--- config.mk ---
export PLATFORM = sky130hd
export DESIGN_NAME = frametime_mode_governor
export DESIGN_NICKNAME = d
export VERILOG_FILES = /design/src/hw/rtl/ftmg_pkg.sv /design/src/hw/rtl/frametime_mode_governor.sv
export VERILOG_INCLUDE_DIRS = /design/src /design/src/hw/rtl
export SDC_FILE = /design/constraint.sdc
export NUM_CORES = 2
export LEC_CHECK = 0
export BUFFER_PORTS_ARGS = -buffer_cell sky130_fd_sc_hd__buf_2
export CAP_MARGIN = 0
export CORE_ASPECT_RATIO = 1.4
export CORE_MARGIN = 2
export CORE_UTILIZATION = 55
export CTS_CLUSTER_SIZE = 10
export DETAILED_ROUTE_END_ITERATION = 7
export PLACE_DENSITY = 0.8
export RECOVER_POWER = 100
export SLEW_MARGIN = 5
export SYNTH_ARGS = -nofsm -noshare
export SYNTH_HDL_FRONTEND = slang
export SYNTH_SLANG_ARGS = --single-unit
--- constraint.sdc ---
create_clock -name aclk -period 15.4 [get_ports aclk]
set_input_delay 0.77 -clock aclk [delete_from_list [all_inputs] [get_ports aclk]]
set_output_delay 0.77 -clock aclk [all_outputs]
set_load 0.02 [all_outputs]
--- src/hw/rtl/assert_macros.svh ---
// Assertion macros shared by the RTL files that carry concurrent checks.
// Depends on a clock named aclk and an active-low reset named aresetn in scope.
`ifndef ASSERT_MACROS_SVH
`define ASSERT_MACROS_SVH

// Same-cycle implication, disabled while reset is asserted.
`define ASSERT_IMP(label, ante, cons, msg) \
    label: assert property (@(posedge aclk) disable iff (!aresetn) (ante) |-> (cons)) \
        else $error(msg);

// Next-cycle implication, disabled while reset is asserted.
`define ASSERT_NXT(label, ante, cons, msg) \
    label: assert property (@(posedge aclk) disable iff (!aresetn) (ante) |=> (cons)) \
        else $error(msg);

`endif

--- src/hw/rtl/ftmg_pkg.sv ---
// Package for the frame-time mode governor: state type, event codes,
// register map and fixed-point constants. Depends on nothing.
`timescale 1ns / 1ps
`default_nettype none

package ftmg_pkg;

    // Sequencer states.
    typedef enum logic [3:0] {
        S_IDLE,
        S_FT,
        S_CPU,
        S_GAIN,
        S_ENT,
        S_REL,
        S_MUL_FT,
        S_UPD_FT,
        S_MUL_CPU,
        S_UPD_CPU,
        S_MUL_VAR,
        S_UPD_VAR,
        S_DECIDE
    } state_t;

    // Mode switch events.
    localparam logic [1:0] MEV_NONE    = 2'd0;
    localparam logic [1:0] MEV_TO_PERF = 2'd1;
    localparam logic [1:0] MEV_TO_QUAL = 2'd2;

    // Predictive mode events.
    localparam logic [1:0] PEV_NONE     = 2'd0;
    localparam logic [1:0] PEV_APPROACH = 2'd1;
    localparam logic [1:0] PEV_CRUISE   = 2'd2;

    // Register indexes (byte address is four times the index).
    localparam logic [2:0] REG_FPS_TARGET     = 3'd0;
    localparam logic [2:0] REG_FPS_MARGIN     = 3'd1;
    localparam logic [2:0] REG_CPU_THRESHOLD  = 3'd2;
    localparam logic [2:0] REG_CPU_MARGIN     = 3'd3;
    localparam logic [2:0] REG_SWITCH_HOLDOFF = 3'd4;
    localparam logic [2:0] REG_PRED_HOLDOFF   = 3'd5;
    localparam logic [2:0] REG_PRED_RELEASE   = 3'd6;
    localparam logic [2:0] REG_MEAS_NOISE     = 3'd7;

    // Register reset values.
    localparam logic [7:0]  RST_FPS_TARGET     = 8'd55;
    localparam logic [5:0]  RST_FPS_MARGIN     = 6'd5;
    localparam logic [15:0] RST_CPU_THRESHOLD  = 16'd4608;
    localparam logic [15:0] RST_CPU_MARGIN     = 16'd512;
    localparam logic [7:0]  RST_SWITCH_HOLDOFF = 8'd10;
    localparam logic [7:0]  RST_PRED_HOLDOFF   = 8'd5;
    localparam logic [7:0]  RST_PRED_RELEASE   = 8'd10;
    localparam logic [15:0] RST_MEAS_NOISE     = 16'd3277;

    // Filter state reset values, and the constant that the gain divisor adds to the predicted variance.
    localparam logic [15:0] RST_ESTIMATE = 16'd4096;
    localparam logic [15:0] RST_VARIANCE = 16'd6554;
    localparam logic [16:0] VAR_FLOOR    = 17'd6554;

    // Divider setup. Each dividend is left-aligned in the 32-bit shift register
    // so that the quotient lands in the low bits after the given step count.
    localparam int DQ_W        = 32;
    localparam int TIME_STEPS  = 24;
    localparam int GAIN_STEPS  = 32;
    localparam int THR_STEPS   = 18;
    localparam logic [31:0] TIME_SCALE   = 32'd16384000;
    localparam logic [31:0] THRESH_SCALE = 32'd256000;
    localparam logic [31:0] TIME_DIVIDEND_AL   = TIME_SCALE << (DQ_W - TIME_STEPS);
    localparam logic [31:0] THRESH_DIVIDEND_AL = THRESH_SCALE << (DQ_W - THR_STEPS);
    localparam logic [5:0]  TIME_CNT = 6'(TIME_STEPS);
    localparam logic [5:0]  GAIN_CNT = 6'(GAIN_STEPS);
    localparam logic [5:0]  THR_CNT  = 6'(THR_STEPS);

    // Clamp a 32-bit quotient to 16 bits.
    function automatic logic [15:0] sat16(input logic [31:0] v);
        logic [15:0] r;
        r = (v[31:16] != 16'd0) ? 16'hFFFF : v[15:0];
        return r;
    endfunction

endpackage

`default_nettype wire

--- src/hw/rtl/frametime_mode_governor.sv ---
// Frame-time mode governor top level: sequencer, shared divider and multiplier,
// register file and decision logic. Depends on ftmg_pkg and assert_macros.svh.
//
// Usage: one sample beat per second enters on the s_ channel. s_tdata carries,
// from bit 0 up, frame_rate[15:0], main_thread_rate[31:16], near_hotspot[32],
// deep_in_hotspot[33], zero padding to 40 bits. Each accepted beat yields
// exactly one result beat on the m_ channel: smooth_frame_time[15:0],
// smooth_cpu_time[31:16], performance_mode[32], predictive_mode[33],
// mode_event[35:34], predict_event[37:36], zero padding to 40 bits.
// The work runs through one restoring divider, one quotient bit a cycle: the
// two rate-to-time conversions, then the Kalman gain, then the two frame
// thresholds. Multiply and update steps on the shared 17x16 multiplier for
// the frame estimate, the CPU estimate and the variance, then a decision
// step, follow. s_tready is high only while the sequencer is idle, so a new
// sample is taken only once the last result has reached the output register.
// The result sits in an output register: a new sample may be accepted while
// it waits. If the receiver still stalls when the next result is ready, the
// sequencer holds in its decision cycle until the output register frees up.
// Reset (aresetn low, synchronous) restores register defaults, the filter
// state, both modes and the seconds counter, and drops m_tvalid.
// Configuration is an APB port with read-back; registers sit at byte address 4*index
// and are meant to be written only while the block is idle.
`timescale 1ns / 1ps
`default_nettype none

`include "assert_macros.svh"

module frametime_mode_governor (
    input  wire logic        aclk,
    input  wire logic        aresetn,
    // Input sample: frame_rate, main_thread_rate, near_hotspot, deep_in_hotspot.
    input  wire logic        s_tvalid,
    output logic             s_tready,
    input  wire logic [39:0] s_tdata,
    // Result: smooth_frame_time, smooth_cpu_time, performance_mode,
    // predictive_mode, mode_event, predict_event.
    output logic             m_tvalid,
    input  wire logic        m_tready,
    output logic [39:0]      m_tdata,
    // Configuration port.
    input  wire logic        psel,
    input  wire logic        penable,
    input  wire logic        pwrite,
    input  wire logic [4:0]  paddr,
    input  wire logic [31:0] pwdata,
    output logic [31:0]      prdata,
    output logic             pready
);

    ftmg_pkg::state_t state_reg, state_next;

    // Configuration registers.
    logic [7:0]  fps_target_reg;
    logic [5:0]  fps_margin_reg;
    logic [15:0] cpu_thr_reg;
    logic [15:0] cpu_margin_reg;
    logic [7:0]  switch_hold_reg;
    logic [7:0]  pred_hold_reg;
    logic [7:0]  pred_rel_reg;
    logic [15:0] noise_reg;

    // Filter and mode state.
    logic [15:0] frame_est_reg;
    logic [15:0] cpu_est_reg;
    logic [15:0] var_reg;
    logic        perf_reg;
    logic        pred_reg;
    logic [7:0]  sec_reg;

    // Per-sample working registers.
    logic [15:0] main_rate_reg;
    logic        near_reg;
    logic        deep_reg;
    logic [15:0] p_reg;
    logic [15:0] ft_meas_reg;
    logic [15:0] cpu_meas_reg;
    logic [15:0] k_reg;
    logic [15:0] entry_reg;
    logic [15:0] release_reg;

    // Shared divider.
    logic [16:0] rem_reg;
    logic [16:0] div_reg;
    logic [31:0] dq_reg;
    logic [5:0]  cnt_reg;

    // Shared multiplier output.
    logic [31:0] prod_reg;
    logic        ge_reg;

    // Output register.
    logic        m_tvalid_reg;
    logic [39:0] m_tdata_reg;

    logic        accept;
    logic        cfg_write;
    logic        out_free;
    logic        div_active;
    logic        div_last;
    logic        div_load;
    logic [31:0] div_dq_init;
    logic [16:0] div_divisor;
    logic [5:0]  div_cnt_init;
    logic [17:0] div_shifted;
    logic [18:0] div_diff;
    logic        div_bit;
    logic [16:0] div_rem_next;
    logic [31:0] div_q_next;
    logic [16:0] mul_a;
    logic [15:0] mul_b;
    logic [32:0] mul_p;
    logic        mul_ge;
    logic [15:0] upd_x;
    logic [16:0] upd_sum;
    logic [15:0] upd_next;
    logic [15:0] p_sat;
    logic [16:0] p_sum;
    logic [7:0]  sec_inc;
    logic [8:0]  fps_rel_sum;
    logic [15:0] cpu_rel_thr;
    logic        deep_eff;
    logic        pred_next;
    logic [1:0]  pev_next;
    logic        perf_next;
    logic [1:0]  mev_next;
    logic        sec_clear;
    logic        bottleneck;

    assign accept    = s_tvalid && s_tready;
    assign cfg_write = psel && penable && pwrite && pready;
    assign out_free  = !m_tvalid_reg || m_tready;
    assign pready    = 1'b1;
    assign m_tvalid  = m_tvalid_reg;
    assign m_tdata   = m_tdata_reg;

    assign div_active = (state_reg == ftmg_pkg::S_FT) || (state_reg == ftmg_pkg::S_CPU) ||
                        (state_reg == ftmg_pkg::S_GAIN) || (state_reg == ftmg_pkg::S_ENT) ||
                        (state_reg == ftmg_pkg::S_REL);
    assign div_last   = (cnt_reg == 6'd1);

    // Next state.
    always_comb begin
        state_next = state_reg;
        unique case (state_reg)
            ftmg_pkg::S_IDLE:    if (s_tvalid) state_next = ftmg_pkg::S_FT;
            ftmg_pkg::S_FT:      if (div_last) state_next = ftmg_pkg::S_CPU;
            ftmg_pkg::S_CPU:     if (div_last) state_next = ftmg_pkg::S_GAIN;
            ftmg_pkg::S_GAIN:    if (div_last) state_next = ftmg_pkg::S_ENT;
            ftmg_pkg::S_ENT:     if (div_last) state_next = ftmg_pkg::S_REL;
            ftmg_pkg::S_REL:     if (div_last) state_next = ftmg_pkg::S_MUL_FT;
            ftmg_pkg::S_MUL_FT:  state_next = ftmg_pkg::S_UPD_FT;
            ftmg_pkg::S_UPD_FT:  state_next = ftmg_pkg::S_MUL_CPU;
            ftmg_pkg::S_MUL_CPU: state_next = ftmg_pkg::S_UPD_CPU;
            ftmg_pkg::S_UPD_CPU: state_next = ftmg_pkg::S_MUL_VAR;
            ftmg_pkg::S_MUL_VAR: state_next = ftmg_pkg::S_UPD_VAR;
            ftmg_pkg::S_UPD_VAR: state_next = ftmg_pkg::S_DECIDE;
            ftmg_pkg::S_DECIDE:  if (out_free) state_next = ftmg_pkg::S_IDLE;
            default:             state_next = ftmg_pkg::S_IDLE;
        endcase
    end

    // Sequencer outputs: handshake and divider operand loading. The divider is
    // loaded on the edge that enters a division state, with that division's
    // operands.
    always_comb begin
        s_tready     = (state_reg == ftmg_pkg::S_IDLE);
        div_load     = 1'b0;
        div_dq_init  = ftmg_pkg::TIME_DIVIDEND_AL;
        div_divisor  = {1'b0, s_tdata[15:0]};
        div_cnt_init = ftmg_pkg::TIME_CNT;
        if (state_next != state_reg) begin
            case (state_next)
                ftmg_pkg::S_FT: begin
                    div_load = 1'b1;
                end
                ftmg_pkg::S_CPU: begin
                    div_load    = 1'b1;
                    div_divisor = {1'b0, main_rate_reg};
                end
                ftmg_pkg::S_GAIN: begin
                    div_load     = 1'b1;
                    div_dq_init  = {p_reg, 16'd0};
                    div_divisor  = {1'b0, p_reg} + ftmg_pkg::VAR_FLOOR;
                    div_cnt_init = ftmg_pkg::GAIN_CNT;
                end
                ftmg_pkg::S_ENT: begin
                    div_load     = 1'b1;
                    div_dq_init  = ftmg_pkg::THRESH_DIVIDEND_AL;
                    div_divisor  = {9'd0, fps_target_reg};
                    div_cnt_init = ftmg_pkg::THR_CNT;
                end
                ftmg_pkg::S_REL: begin
                    div_load     = 1'b1;
                    div_dq_init  = ftmg_pkg::THRESH_DIVIDEND_AL;
                    div_divisor  = {8'd0, fps_rel_sum};
                    div_cnt_init = ftmg_pkg::THR_CNT;
                end
                default: div_load = 1'b0;
            endcase
        end
    end

    assign fps_rel_sum = {1'b0, fps_target_reg} + {3'd0, fps_margin_reg};

    // One restoring division step. A zero divisor gives all-ones quotient bits,
    // which saturate to the 16-bit maximum as a zero rate requires.
    assign div_shifted  = {rem_reg, dq_reg[31]};
    assign div_diff     = {1'b0, div_shifted} - {2'b00, div_reg};
    assign div_bit      = !div_diff[18];
    assign div_rem_next = div_bit ? div_diff[16:0] : div_shifted[16:0];
    assign div_q_next   = {dq_reg[30:0], div_bit};

    // Shared multiplier operands.
    always_comb begin
        mul_ge = 1'b0;
        mul_a  = {1'b0, k_reg};
        mul_b  = 16'd0;
        case (state_reg)
            ftmg_pkg::S_MUL_FT: begin
                mul_ge = (ft_meas_reg >= frame_est_reg);
                mul_b  = mul_ge ? (ft_meas_reg - frame_est_reg)
                                : (frame_est_reg - ft_meas_reg);
            end
            ftmg_pkg::S_MUL_CPU: begin
                mul_ge = (cpu_meas_reg >= cpu_est_reg);
                mul_b  = mul_ge ? (cpu_meas_reg - cpu_est_reg)
                                : (cpu_est_reg - cpu_meas_reg);
            end
            ftmg_pkg::S_MUL_VAR: begin
                mul_a = 17'h10000 - {1'b0, k_reg};
                mul_b = p_reg;
            end
            default: mul_b = 16'd0;
        endcase
    end

    assign mul_p = {16'd0, mul_a} * {17'd0, mul_b};

    // Estimate update from the registered product.
    assign upd_x    = (state_reg == ftmg_pkg::S_UPD_FT) ? frame_est_reg : cpu_est_reg;
    assign upd_sum  = {1'b0, upd_x} + {1'b0, prod_reg[31:16]};
    assign upd_next = ge_reg ? (upd_sum[16] ? 16'hFFFF : upd_sum[15:0])
                             : (upd_x - prod_reg[31:16]);

    // Variance prediction and seconds counter on accept.
    assign p_sum   = {1'b0, var_reg} + {1'b0, noise_reg};
    assign p_sat   = p_sum[16] ? 16'hFFFF : p_sum[15:0];
    assign sec_inc = (sec_reg == 8'hFF) ? sec_reg : sec_reg + 8'd1;

    // Mode decisions. The reactive logic sees the updated predictive flag.
    assign cpu_rel_thr = (cpu_margin_reg > cpu_thr_reg) ? 16'd0 : cpu_thr_reg - cpu_margin_reg;
    assign deep_eff    = near_reg && deep_reg;
    assign bottleneck  = (frame_est_reg > entry_reg) || (cpu_est_reg > cpu_thr_reg);

    always_comb begin
        pred_next = pred_reg;
        pev_next  = ftmg_pkg::PEV_NONE;
        perf_next = perf_reg;
        mev_next  = ftmg_pkg::MEV_NONE;
        sec_clear = 1'b0;
        if (near_reg) begin
            if (deep_eff && !perf_reg && !pred_reg && (sec_reg > pred_hold_reg)) begin
                pred_next = 1'b1;
                pev_next  = ftmg_pkg::PEV_APPROACH;
            end
        end else if (pred_reg && (sec_reg > pred_rel_reg)) begin
            pred_next = 1'b0;
            pev_next  = ftmg_pkg::PEV_CRUISE;
        end
        if (!perf_reg && !pred_next && bottleneck) begin
            if (sec_reg > switch_hold_reg) begin
                perf_next = 1'b1;
                sec_clear = 1'b1;
                mev_next  = ftmg_pkg::MEV_TO_PERF;
            end
        end else if (perf_reg && !pred_next && (frame_est_reg < release_reg) &&
                     (cpu_est_reg < cpu_rel_thr)) begin
            if (sec_reg > switch_hold_reg) begin
                perf_next = 1'b0;
                sec_clear = 1'b1;
                mev_next  = ftmg_pkg::MEV_TO_QUAL;
            end
        end
    end

    // Register read-back.
    always_comb begin
        prdata = 32'd0;
        unique case (paddr[4:2])
            ftmg_pkg::REG_FPS_TARGET:     prdata = {24'd0, fps_target_reg};
            ftmg_pkg::REG_FPS_MARGIN:     prdata = {26'd0, fps_margin_reg};
            ftmg_pkg::REG_CPU_THRESHOLD:  prdata = {16'd0, cpu_thr_reg};
            ftmg_pkg::REG_CPU_MARGIN:     prdata = {16'd0, cpu_margin_reg};
            ftmg_pkg::REG_SWITCH_HOLDOFF: prdata = {24'd0, switch_hold_reg};
            ftmg_pkg::REG_PRED_HOLDOFF:   prdata = {24'd0, pred_hold_reg};
            ftmg_pkg::REG_PRED_RELEASE:   prdata = {24'd0, pred_rel_reg};
            ftmg_pkg::REG_MEAS_NOISE:     prdata = {16'd0, noise_reg};
            default:                      prdata = 32'd0;
        endcase
    end

    // Control and state registers.
    always_ff @(posedge aclk) begin
        if (!aresetn) begin
            state_reg       <= ftmg_pkg::S_IDLE;
            fps_target_reg  <= ftmg_pkg::RST_FPS_TARGET;
            fps_margin_reg  <= ftmg_pkg::RST_FPS_MARGIN;
            cpu_thr_reg     <= ftmg_pkg::RST_CPU_THRESHOLD;
            cpu_margin_reg  <= ftmg_pkg::RST_CPU_MARGIN;
            switch_hold_reg <= ftmg_pkg::RST_SWITCH_HOLDOFF;
            pred_hold_reg   <= ftmg_pkg::RST_PRED_HOLDOFF;
            pred_rel_reg    <= ftmg_pkg::RST_PRED_RELEASE;
            noise_reg       <= ftmg_pkg::RST_MEAS_NOISE;
            frame_est_reg   <= ftmg_pkg::RST_ESTIMATE;
            cpu_est_reg     <= ftmg_pkg::RST_ESTIMATE;
            var_reg         <= ftmg_pkg::RST_VARIANCE;
            perf_reg        <= 1'b0;
            pred_reg        <= 1'b0;
            sec_reg         <= 8'd0;
            m_tvalid_reg    <= 1'b0;
        end else begin
            state_reg <= state_next;

            if (cfg_write) begin
                unique case (paddr[4:2])
                    ftmg_pkg::REG_FPS_TARGET:     fps_target_reg  <= pwdata[7:0];
                    ftmg_pkg::REG_FPS_MARGIN:     fps_margin_reg  <= pwdata[5:0];
                    ftmg_pkg::REG_CPU_THRESHOLD:  cpu_thr_reg     <= pwdata[15:0];
                    ftmg_pkg::REG_CPU_MARGIN:     cpu_margin_reg  <= pwdata[15:0];
                    ftmg_pkg::REG_SWITCH_HOLDOFF: switch_hold_reg <= pwdata[7:0];
                    ftmg_pkg::REG_PRED_HOLDOFF:   pred_hold_reg   <= pwdata[7:0];
                    ftmg_pkg::REG_PRED_RELEASE:   pred_rel_reg    <= pwdata[7:0];
                    ftmg_pkg::REG_MEAS_NOISE:     noise_reg       <= pwdata[15:0];
                    default:                      noise_reg       <= noise_reg;
                endcase
            end

            if (accept) begin
                sec_reg <= sec_inc;
            end

            if (state_reg == ftmg_pkg::S_UPD_FT) begin
                frame_est_reg <= upd_next;
            end
            if (state_reg == ftmg_pkg::S_UPD_CPU) begin
                cpu_est_reg <= upd_next;
            end
            if (state_reg == ftmg_pkg::S_UPD_VAR) begin
                var_reg <= prod_reg[31:16];
            end

            if ((state_reg == ftmg_pkg::S_DECIDE) && out_free) begin
                perf_reg     <= perf_next;
                pred_reg     <= pred_next;
                m_tvalid_reg <= 1'b1;
                if (sec_clear) begin
                    sec_reg <= 8'd0;
                end
            end else if (m_tready) begin
                m_tvalid_reg <= 1'b0;
            end
        end
    end

    // Payload and working registers.
    always_ff @(posedge aclk) begin
        if (accept) begin
            main_rate_reg <= s_tdata[31:16];
            near_reg      <= s_tdata[32];
            deep_reg      <= s_tdata[33];
            p_reg         <= p_sat;
        end

        if (div_load) begin
            dq_reg  <= div_dq_init;
            div_reg <= div_divisor;
            rem_reg <= 17'd0;
            cnt_reg <= div_cnt_init;
        end else if (div_active) begin
            dq_reg  <= div_q_next;
            rem_reg <= div_rem_next;
            cnt_reg <= cnt_reg - 6'd1;
        end

        if (div_active && div_last) begin
            case (state_reg)
                ftmg_pkg::S_FT:   ft_meas_reg  <= ftmg_pkg::sat16(div_q_next);
                ftmg_pkg::S_CPU:  cpu_meas_reg <= ftmg_pkg::sat16(div_q_next);
                ftmg_pkg::S_GAIN: k_reg        <= div_q_next[15:0];
                ftmg_pkg::S_ENT:  entry_reg    <= ftmg_pkg::sat16(div_q_next);
                default:          release_reg  <= ftmg_pkg::sat16(div_q_next);
            endcase
        end

        if ((state_reg == ftmg_pkg::S_MUL_FT) || (state_reg == ftmg_pkg::S_MUL_CPU) ||
            (state_reg == ftmg_pkg::S_MUL_VAR)) begin
            prod_reg <= mul_p[31:0];
            ge_reg   <= mul_ge;
        end

        if ((state_reg == ftmg_pkg::S_DECIDE) && out_free) begin
            m_tdata_reg <= {2'b00, pev_next, mev_next, pred_next, perf_next,
                            cpu_est_reg, frame_est_reg};
        end
    end

    // A switch to performance always shows performance mode on the same beat.
    `ASSERT_IMP(a_perf_event, m_tvalid && (m_tdata[35:34] == ftmg_pkg::MEV_TO_PERF), m_tdata[32], "perf event without perf mode")
    // The reactive switch into performance is blocked while predictive mode is set.
    `ASSERT_IMP(a_pred_blocks, m_tvalid && m_tdata[33], m_tdata[35:34] != ftmg_pkg::MEV_TO_PERF, "perf switch during predictive mode")
    // An approach event always shows predictive mode on the same beat.
    `ASSERT_IMP(a_approach, m_tvalid && (m_tdata[37:36] == ftmg_pkg::PEV_APPROACH), m_tdata[33], "approach event without predictive mode")
    // One sample at a time: ready drops right after a beat is taken.
    `ASSERT_NXT(a_one_item, s_tvalid && s_tready, !s_tready, "ready stayed high after accept")

endmodule

`default_nettype wire
After elaboration in Yosys (flattened, before gate mapping):

Index checks and enable logic that the tools add are counted.

* reduce and logical (&&, ||, !) cells: 49
* equal/unequal tests: 27
* multiplexer cells: 55
* bitwise gates (word level): 1
* $mul: 1
* $lt $le $gt $ge: 10
* $add $sub $neg: 14

Operators by type and width (count)
* 32-bit case mux with 8 select lines: 1
* 16-bit 2-to-1 mux: 8
* 32-bit 2-to-1 mux: 4
* 16-bit subtractor: 6
* 17-bit case mux with 4 select lines: 1
* 4-bit case mux with 13 select lines: 1
* 16-bit > comparator: 3
* 16-bit case mux with 3 select lines: 1
* 16-bit by 16-bit adder with 17-bit output: 2
* 17-bit 2-to-1 mux: 2
* 16-bit greater-or-equal comparator: 2
* 16-bit < comparator: 2
* 17-bit by 16-bit multiplier with 32-bit output: 1
* 8-bit 2-to-1 mux: 4
* 4-bit 2-to-1 mux: 7
* 2-bit AND reduction: 13
* 4-bit by 3-bit equality test with 1-bit output (second input constant): 6
* 8-bit > comparator: 3
* 4-bit equality test (second input constant): 5
* 18-bit by 17-bit subtractor with 19-bit output: 1
* 6-bit 2-to-1 mux: 3
* 16-bit by 13-bit adder with 17-bit output (second input constant): 1
* 17-bit by 16-bit subtractor with 17-bit output (first input constant): 1
* 4-bit by 2-bit equality test with 1-bit output (second input constant): 4
* other kinds (25): 75

* register bits after elaboration: 406
* word-level logic and storage cells: 190
* bits of input ports: 84

Depth between registers and ports, before layout:

* depth in word-level cells: 14
* depth in mapped cells: 41
* depth with buffers taken out: 39

Worst setup path before layout:

Ideal clock, no wire load.

* kind: reg2reg
* start: register ft_meas_reg[0]
* end: register prod_reg[25], data pin
* stages on the path, launching flop included: 39
* setup slack: 6507 ps
* buffers on the path: 2
* period minus slack after synthesis: 8893 ps
* data arrival time: 8632 ps
* library setup time: 261 ps
* cells stage by stage: edfxtp_1 > inv_1 > ha_1 > inv_1 > fa_1 > a21o_1 > a21oi_1 > a311o_1 > nand2_1 > buf_4 > nor3b_1 > a31oi_1 > a221o_1 > xnor2_1 > a222oi_1 > buf_6 > nor2_2 > fa_1 > [3 not listed] > inv_1 > fa_1 > fa_1 > inv_1 > fa_1 > inv_1 > ha_1 > a21oi_1 > nor2b_1 > o21a_1 > o21a_1 > o21ai_0 > nand2b_1 > a21oi_1 > o31ai_1 > o31a_1 > and2_0 > o311a_1

* word-level cells in the longest chain between the ends: 4
* elaborated cells on any way between the ends: 6
* those cells by class: add/sub: 2; mul: 1; order compare: 1; mux: 2

Ends and longest elaborated chain
* start, declared: RTL line frametime_mode_governor.sv:75 `logic [15:0] ft_meas_reg;`
* start signal, assigned: RTL line frametime_mode_governor.sv:387 `ftmg_pkg::S_FT: ft_meas_reg <= ftmg_pkg::sat16(div_q_next);`
* 16-bit subtractor (tied with other cells): RTL line frametime_mode_governor.sv:222 `: (frame_est_reg - ft_meas_reg);`
* 16-bit 2-to-1 mux *: RTL line frametime_mode_governor.sv:221 `mul_b = mul_ge ? (ft_meas_reg - frame_est_reg)`
* 16-bit case mux with 3 select lines *: RTL line frametime_mode_governor.sv:218 `case (state_reg)`
* 17-bit by 16-bit multiplier with 32-bit output *: RTL line frametime_mode_governor.sv:237 `assign mul_p = {16'd0, mul_a} * {17'd0, mul_b};`
* net mul_p[25]: RTL line frametime_mode_governor.sv:111 `logic [32:0] mul_p;`
* end signal, assigned: RTL line frametime_mode_governor.sv:397 `prod_reg <= mul_p[31:0];`
* end, declared: RTL line frametime_mode_governor.sv:88 `logic [31:0] prod_reg;`

The timed path passes the listed nets; every way through them passes the cells marked *.
A chain may end at the register's enable or synchronous reset.

Worst setup path after layout:

* start: register frame_est_reg[7]
* end: register prod_reg[31], data pin

* word-level cells in the longest chain between the ends: 4
* elaborated cells on any way between the ends: 6
* those cells by class: add/sub: 2; mul: 1; order compare: 1; mux: 2

Ends and longest elaborated chain
* start, declared: RTL line frametime_mode_governor.sv:63 `logic [15:0] frame_est_reg;`
* start signal, assigned: RTL line frametime_mode_governor.sv:314 `frame_est_reg <= ftmg_pkg::RST_ESTIMATE;`
* start signal, assigned: RTL line frametime_mode_governor.sv:343 `frame_est_reg <= upd_next;`
* 16-bit subtractor (tied with other cells): RTL line frametime_mode_governor.sv:222
* 16-bit 2-to-1 mux *: RTL line frametime_mode_governor.sv:221
* 16-bit case mux with 3 select lines *: RTL line frametime_mode_governor.sv:218
* 17-bit by 16-bit multiplier with 32-bit output *: RTL line frametime_mode_governor.sv:237
* net mul_p[31]: RTL line frametime_mode_governor.sv:111

Marks and branches as above.

==> impl_metrics.tcl <==
set metrics [dict create \
    htreeDepth 2 \
    synth-compound-area-share 0.154 \
    min_to "near_reg$_DFFE_PP_" \
    slew_headroom -0.473 \
    grtUsageMet1 0.352 \
    holdWs_ns 0.364 \
    timing.rr.start "frame_est_reg[7]$_SDFFE_PN0P_" \
    grt_max_degree 79 \
    portBuffers 115 \
    slowest_stage "a2111oi_0" \
    clock-sinks 390 \
    gr-usage-met3 0.0309 \
    core_area_um2 60800 \
    fin_area_um2 36300 \
    routedWlPerCell_um 20.8 \
    clkTransAtPathRegs_ns 0.06 \
    initial_core_util 0.556 \
    period_minus_slack_ns 11.71 \
    min-delay-start "s_tdata[32]" \
    grtUsageTotal 0.315 \
    grt-ovfl-total 0 \
    cts_buffer_depth 3 \
    rr_worst_depth 37 \
    ys_seq_area_frac 0.297 \
    synthAdderAreaFrac 0.253 \
    synth-async-reset-ratio 0 \
    vdd_drop_max_uv 84.3 \
    top_usage_layer "met2" \
    rsz0062_at_grt "no" \
    drive_above_1_share 0.0502 \
    slew_violations 333 \
    crit_top_cell "inv_1" \
    slowest_delay_ns 1.13 \
    fin_skew_ns 0.0275 \
    die_w_um 214 \
    placed_area_um2 35100 \
    fin_tns_setup_ns 0 \
    max_freq_ghz 0.0854 \
    finalHoldViolations 0 \
    grt_pass1_vias 28600 \
    postCtsSetupBuffers 0 \
    drt-pass1-iter-count 7 \
    cts_root_buf "clkbuf_16" \
    synth_mux_area_frac 0.0219 \
    synth_top_family_by_area "adder cells" \
    io_pins 159 \
    finish.utilization 0.596 \
    setup_viol 0 \
    vias 28200 \
    die_area_um2 63500 \
    via_per_inst 5.94 \
    holdBufCountCts 0 \
    endpoint_kind "flip-flop" \
    grt_pass1_wl_mm 155 \
    cp_max_fo 18 \
    crit_type "flip-flop to flip-flop" \
    clock_latency_ns 0.58 \
    synth-main-ff-cell "edfxtp_1" \
    use_met2 0.551 \
    crit_required_ns 15.71 \
    drc 0 \
    rrSetupSlack_ns 3.69 \
    antenna_found_initial 0 \
    ys_ff_latch 390 \
    synth_edf_count 224 \
    hold_depth 1 \
    syn_area_um2 33800 \
    powerDensity_nw_per_um2 71.7 \
    place.gp.congestion 0.978 \
    fp-row-count 107 \
    crit_path_start_kind "flip-flop" \
    holdCritPathClass "input pin to flip-flop" \
    synth-simple-area-share 0.166 \
    synth.distinct_cells 98 \
    post_cts_resized 0 \
    cts_tree "built" \
    synthCells 3833 \
    crit_arrival_ns 12.02 \
    largest_reg_flops 38 \
    power.leakage_nw 15.8 \
    drt_iter0_markers 1870 \
    status "complete, but fails checks" \
    dp_hpwl_mm 76.9 \
    num_antenna_cells 0 \
    synth-xor-area-share 0.0319 \
    fin_nets 4526 \
    avgSynthCellArea_um2 8.82 \
    die_h_um 297 \
    critPathLaunch "frame_est_reg[7]$_SDFFE_PN0P_" \
    fin_crit_sh 0.760 \
    worst_slew_pin_slew_ns 2.21 \
    violations "max-capacitance violations, max-slew violations" \
    maxCapViolations 10 \
    numCtsBuffers 45 \
    syn_to_final_growth_pct 7.19 \
    finalWirelength_mm 98.4 \
    r2r_end "prod_reg[31]$_DFFE_PP_" \
    ys_warn_count 0 \
    postRouteAntennaNets 0 \
]
==> worst max-delay path by stage <==
| stage | end |
|---|---|
| finish | prod_reg[31]$_DFFE_PP_ |
| global route | prod_reg[31]$_DFFE_PP_ |
| CTS | prod_reg[31]$_DFFE_PP_ |
| detailed placement | prod_reg[25]$_DFFE_PP_ |
| global placement | prod_reg[31]$_DFFE_PP_ |
| floorplan | prod_reg[25]$_DFFE_PP_ |
==> cells in the mapped netlist (8+ instances only) <==
cell        n  area (um^2)
nor2b_1    41          257
ha_1      337         4220
nand2_1   512         1920
mux2i_1    56          561
or2_2      26          163
a221oi_1   17          149
or3_1      15         93.8
mux2_2     10          113
a21boi_0   10         75.1
nor3_1     62          310
buf_4      23          173
nor4_1     16          100
nand4_1    30          188
inv_1     487         1830
o21ai_0   167          836
edfxtp_1  224         6730
and4_1      8         70.1
o21ai_1    13         65.1
and3_1     17          106
o21bai_1    9         67.6
and2_1     75          469
nand3_1    73          365
dfxtp_1   166         3320
buf_2      11         55.1
o21a_1     27          203
nand2b_1   40          250
a311oi_1   13          114
a22oi_1    18          135
nor2_2     11         68.8
nor2_1    273         1020
xnor2_1    79          692
a211oi_1   36          270
o31ai_1    10         75.1
a21oi_1   245         1230
a31oi_1    42          263
o211ai_1   24          180
clkbuf_1  122          458
fa_1      216         4320
a21o_1     88          661
xor2_1     44          385
==> layout make-up <==
cell class              count  area [um^2]
clock buffers              76         1250
clock inverters             5         53.8
fillers                  5392        24500
inverters                 490         1840
multi-input cells        2803        21300
flip-flops and latches    390        10000
well taps                 817         1020
repair buffers            159          766
==> cell usage in the layout (no fill, tap or decap), types with 11 or more instances in the layout <==
cell,count
a211oi_1,36
a21o_1,88
a21oi_1,245
a221oi_1,17
a22oi_1,18
a311oi_1,14
a31oi_1,42
and2_0,18
and2_1,60
and3_1,17
buf_2,54
buf_4,27
clkbuf_1,108
clkbuf_16,45
conb_1,19
dfxtp_1,166
edfxtp_1,224
fa_1,216
ha_1,337
inv_1,487
mux2i_1,56
nand2_1,512
nand2b_1,40
nand3_1,73
nand4_1,30
nor2_1,272
nor2_2,11
nor2b_1,41
nor3_1,62
nor4_1,16
o211ai_1,24
o21a_1,27
o21ai_0,168
o21ai_1,12
or2_2,19
or3_1,15
xnor2_1,78
xor2_1,44
==> cells by family after synthesis <==
| group | Yosys count |
|---|---|
| AOI/OAI and AO/OA | 810 |
| and+or+nand+nor | 1229 |
| adders and majority gates | 553 |
| DFF | 390 |
| xor gates and xnor gates | 123 |
| buffers and inverters | 657 |
| other | 2 |
| muxes | 69 |
==> critical path: cells and delay by family, from the launching register on <==
kind            cells  cell delay (ns)
flops               1             0.30
simple gates        8             2.17
buf+inv             8             1.42
compound gates     12             3.97
xor+xnor            1             0.13
fa+ha+maj           8             3.44
==> metrics by stage <==
step	total power [mW]	setup slack, ns	cells
2_1_floorplan	1.52	6.51	3850
6_report	2.60	3.69	4740
4_1_cts	2.61	4.56	4740
3_5_place_dp	1.62	4.60	4659
5_1_grt	2.70	3.10	4740
3_3_place_gp	1.61	4.73	4659
==> power by group <==
part | internal [mW] | total [mW] | switching (mW) | leakage, nW
sequential | 1.17 | 1.22 | 0.0489 | 3.46
clock | 0.553 | 0.994 | 0.441 | 0.620
combinational | 0.148 | 0.384 | 0.236 | 11.7
total | 1.87 | 2.60 | 0.726 | 15.8
==> routing by layer <==
layer,part of all wire,vias to the layer above
met5,0,-
met4,0.089,0
met3,0.060,414
met2,0.50,1140
met1,0.35,13500
li1,-,13100
Note: power is estimated with default switching activity, not from simulation.
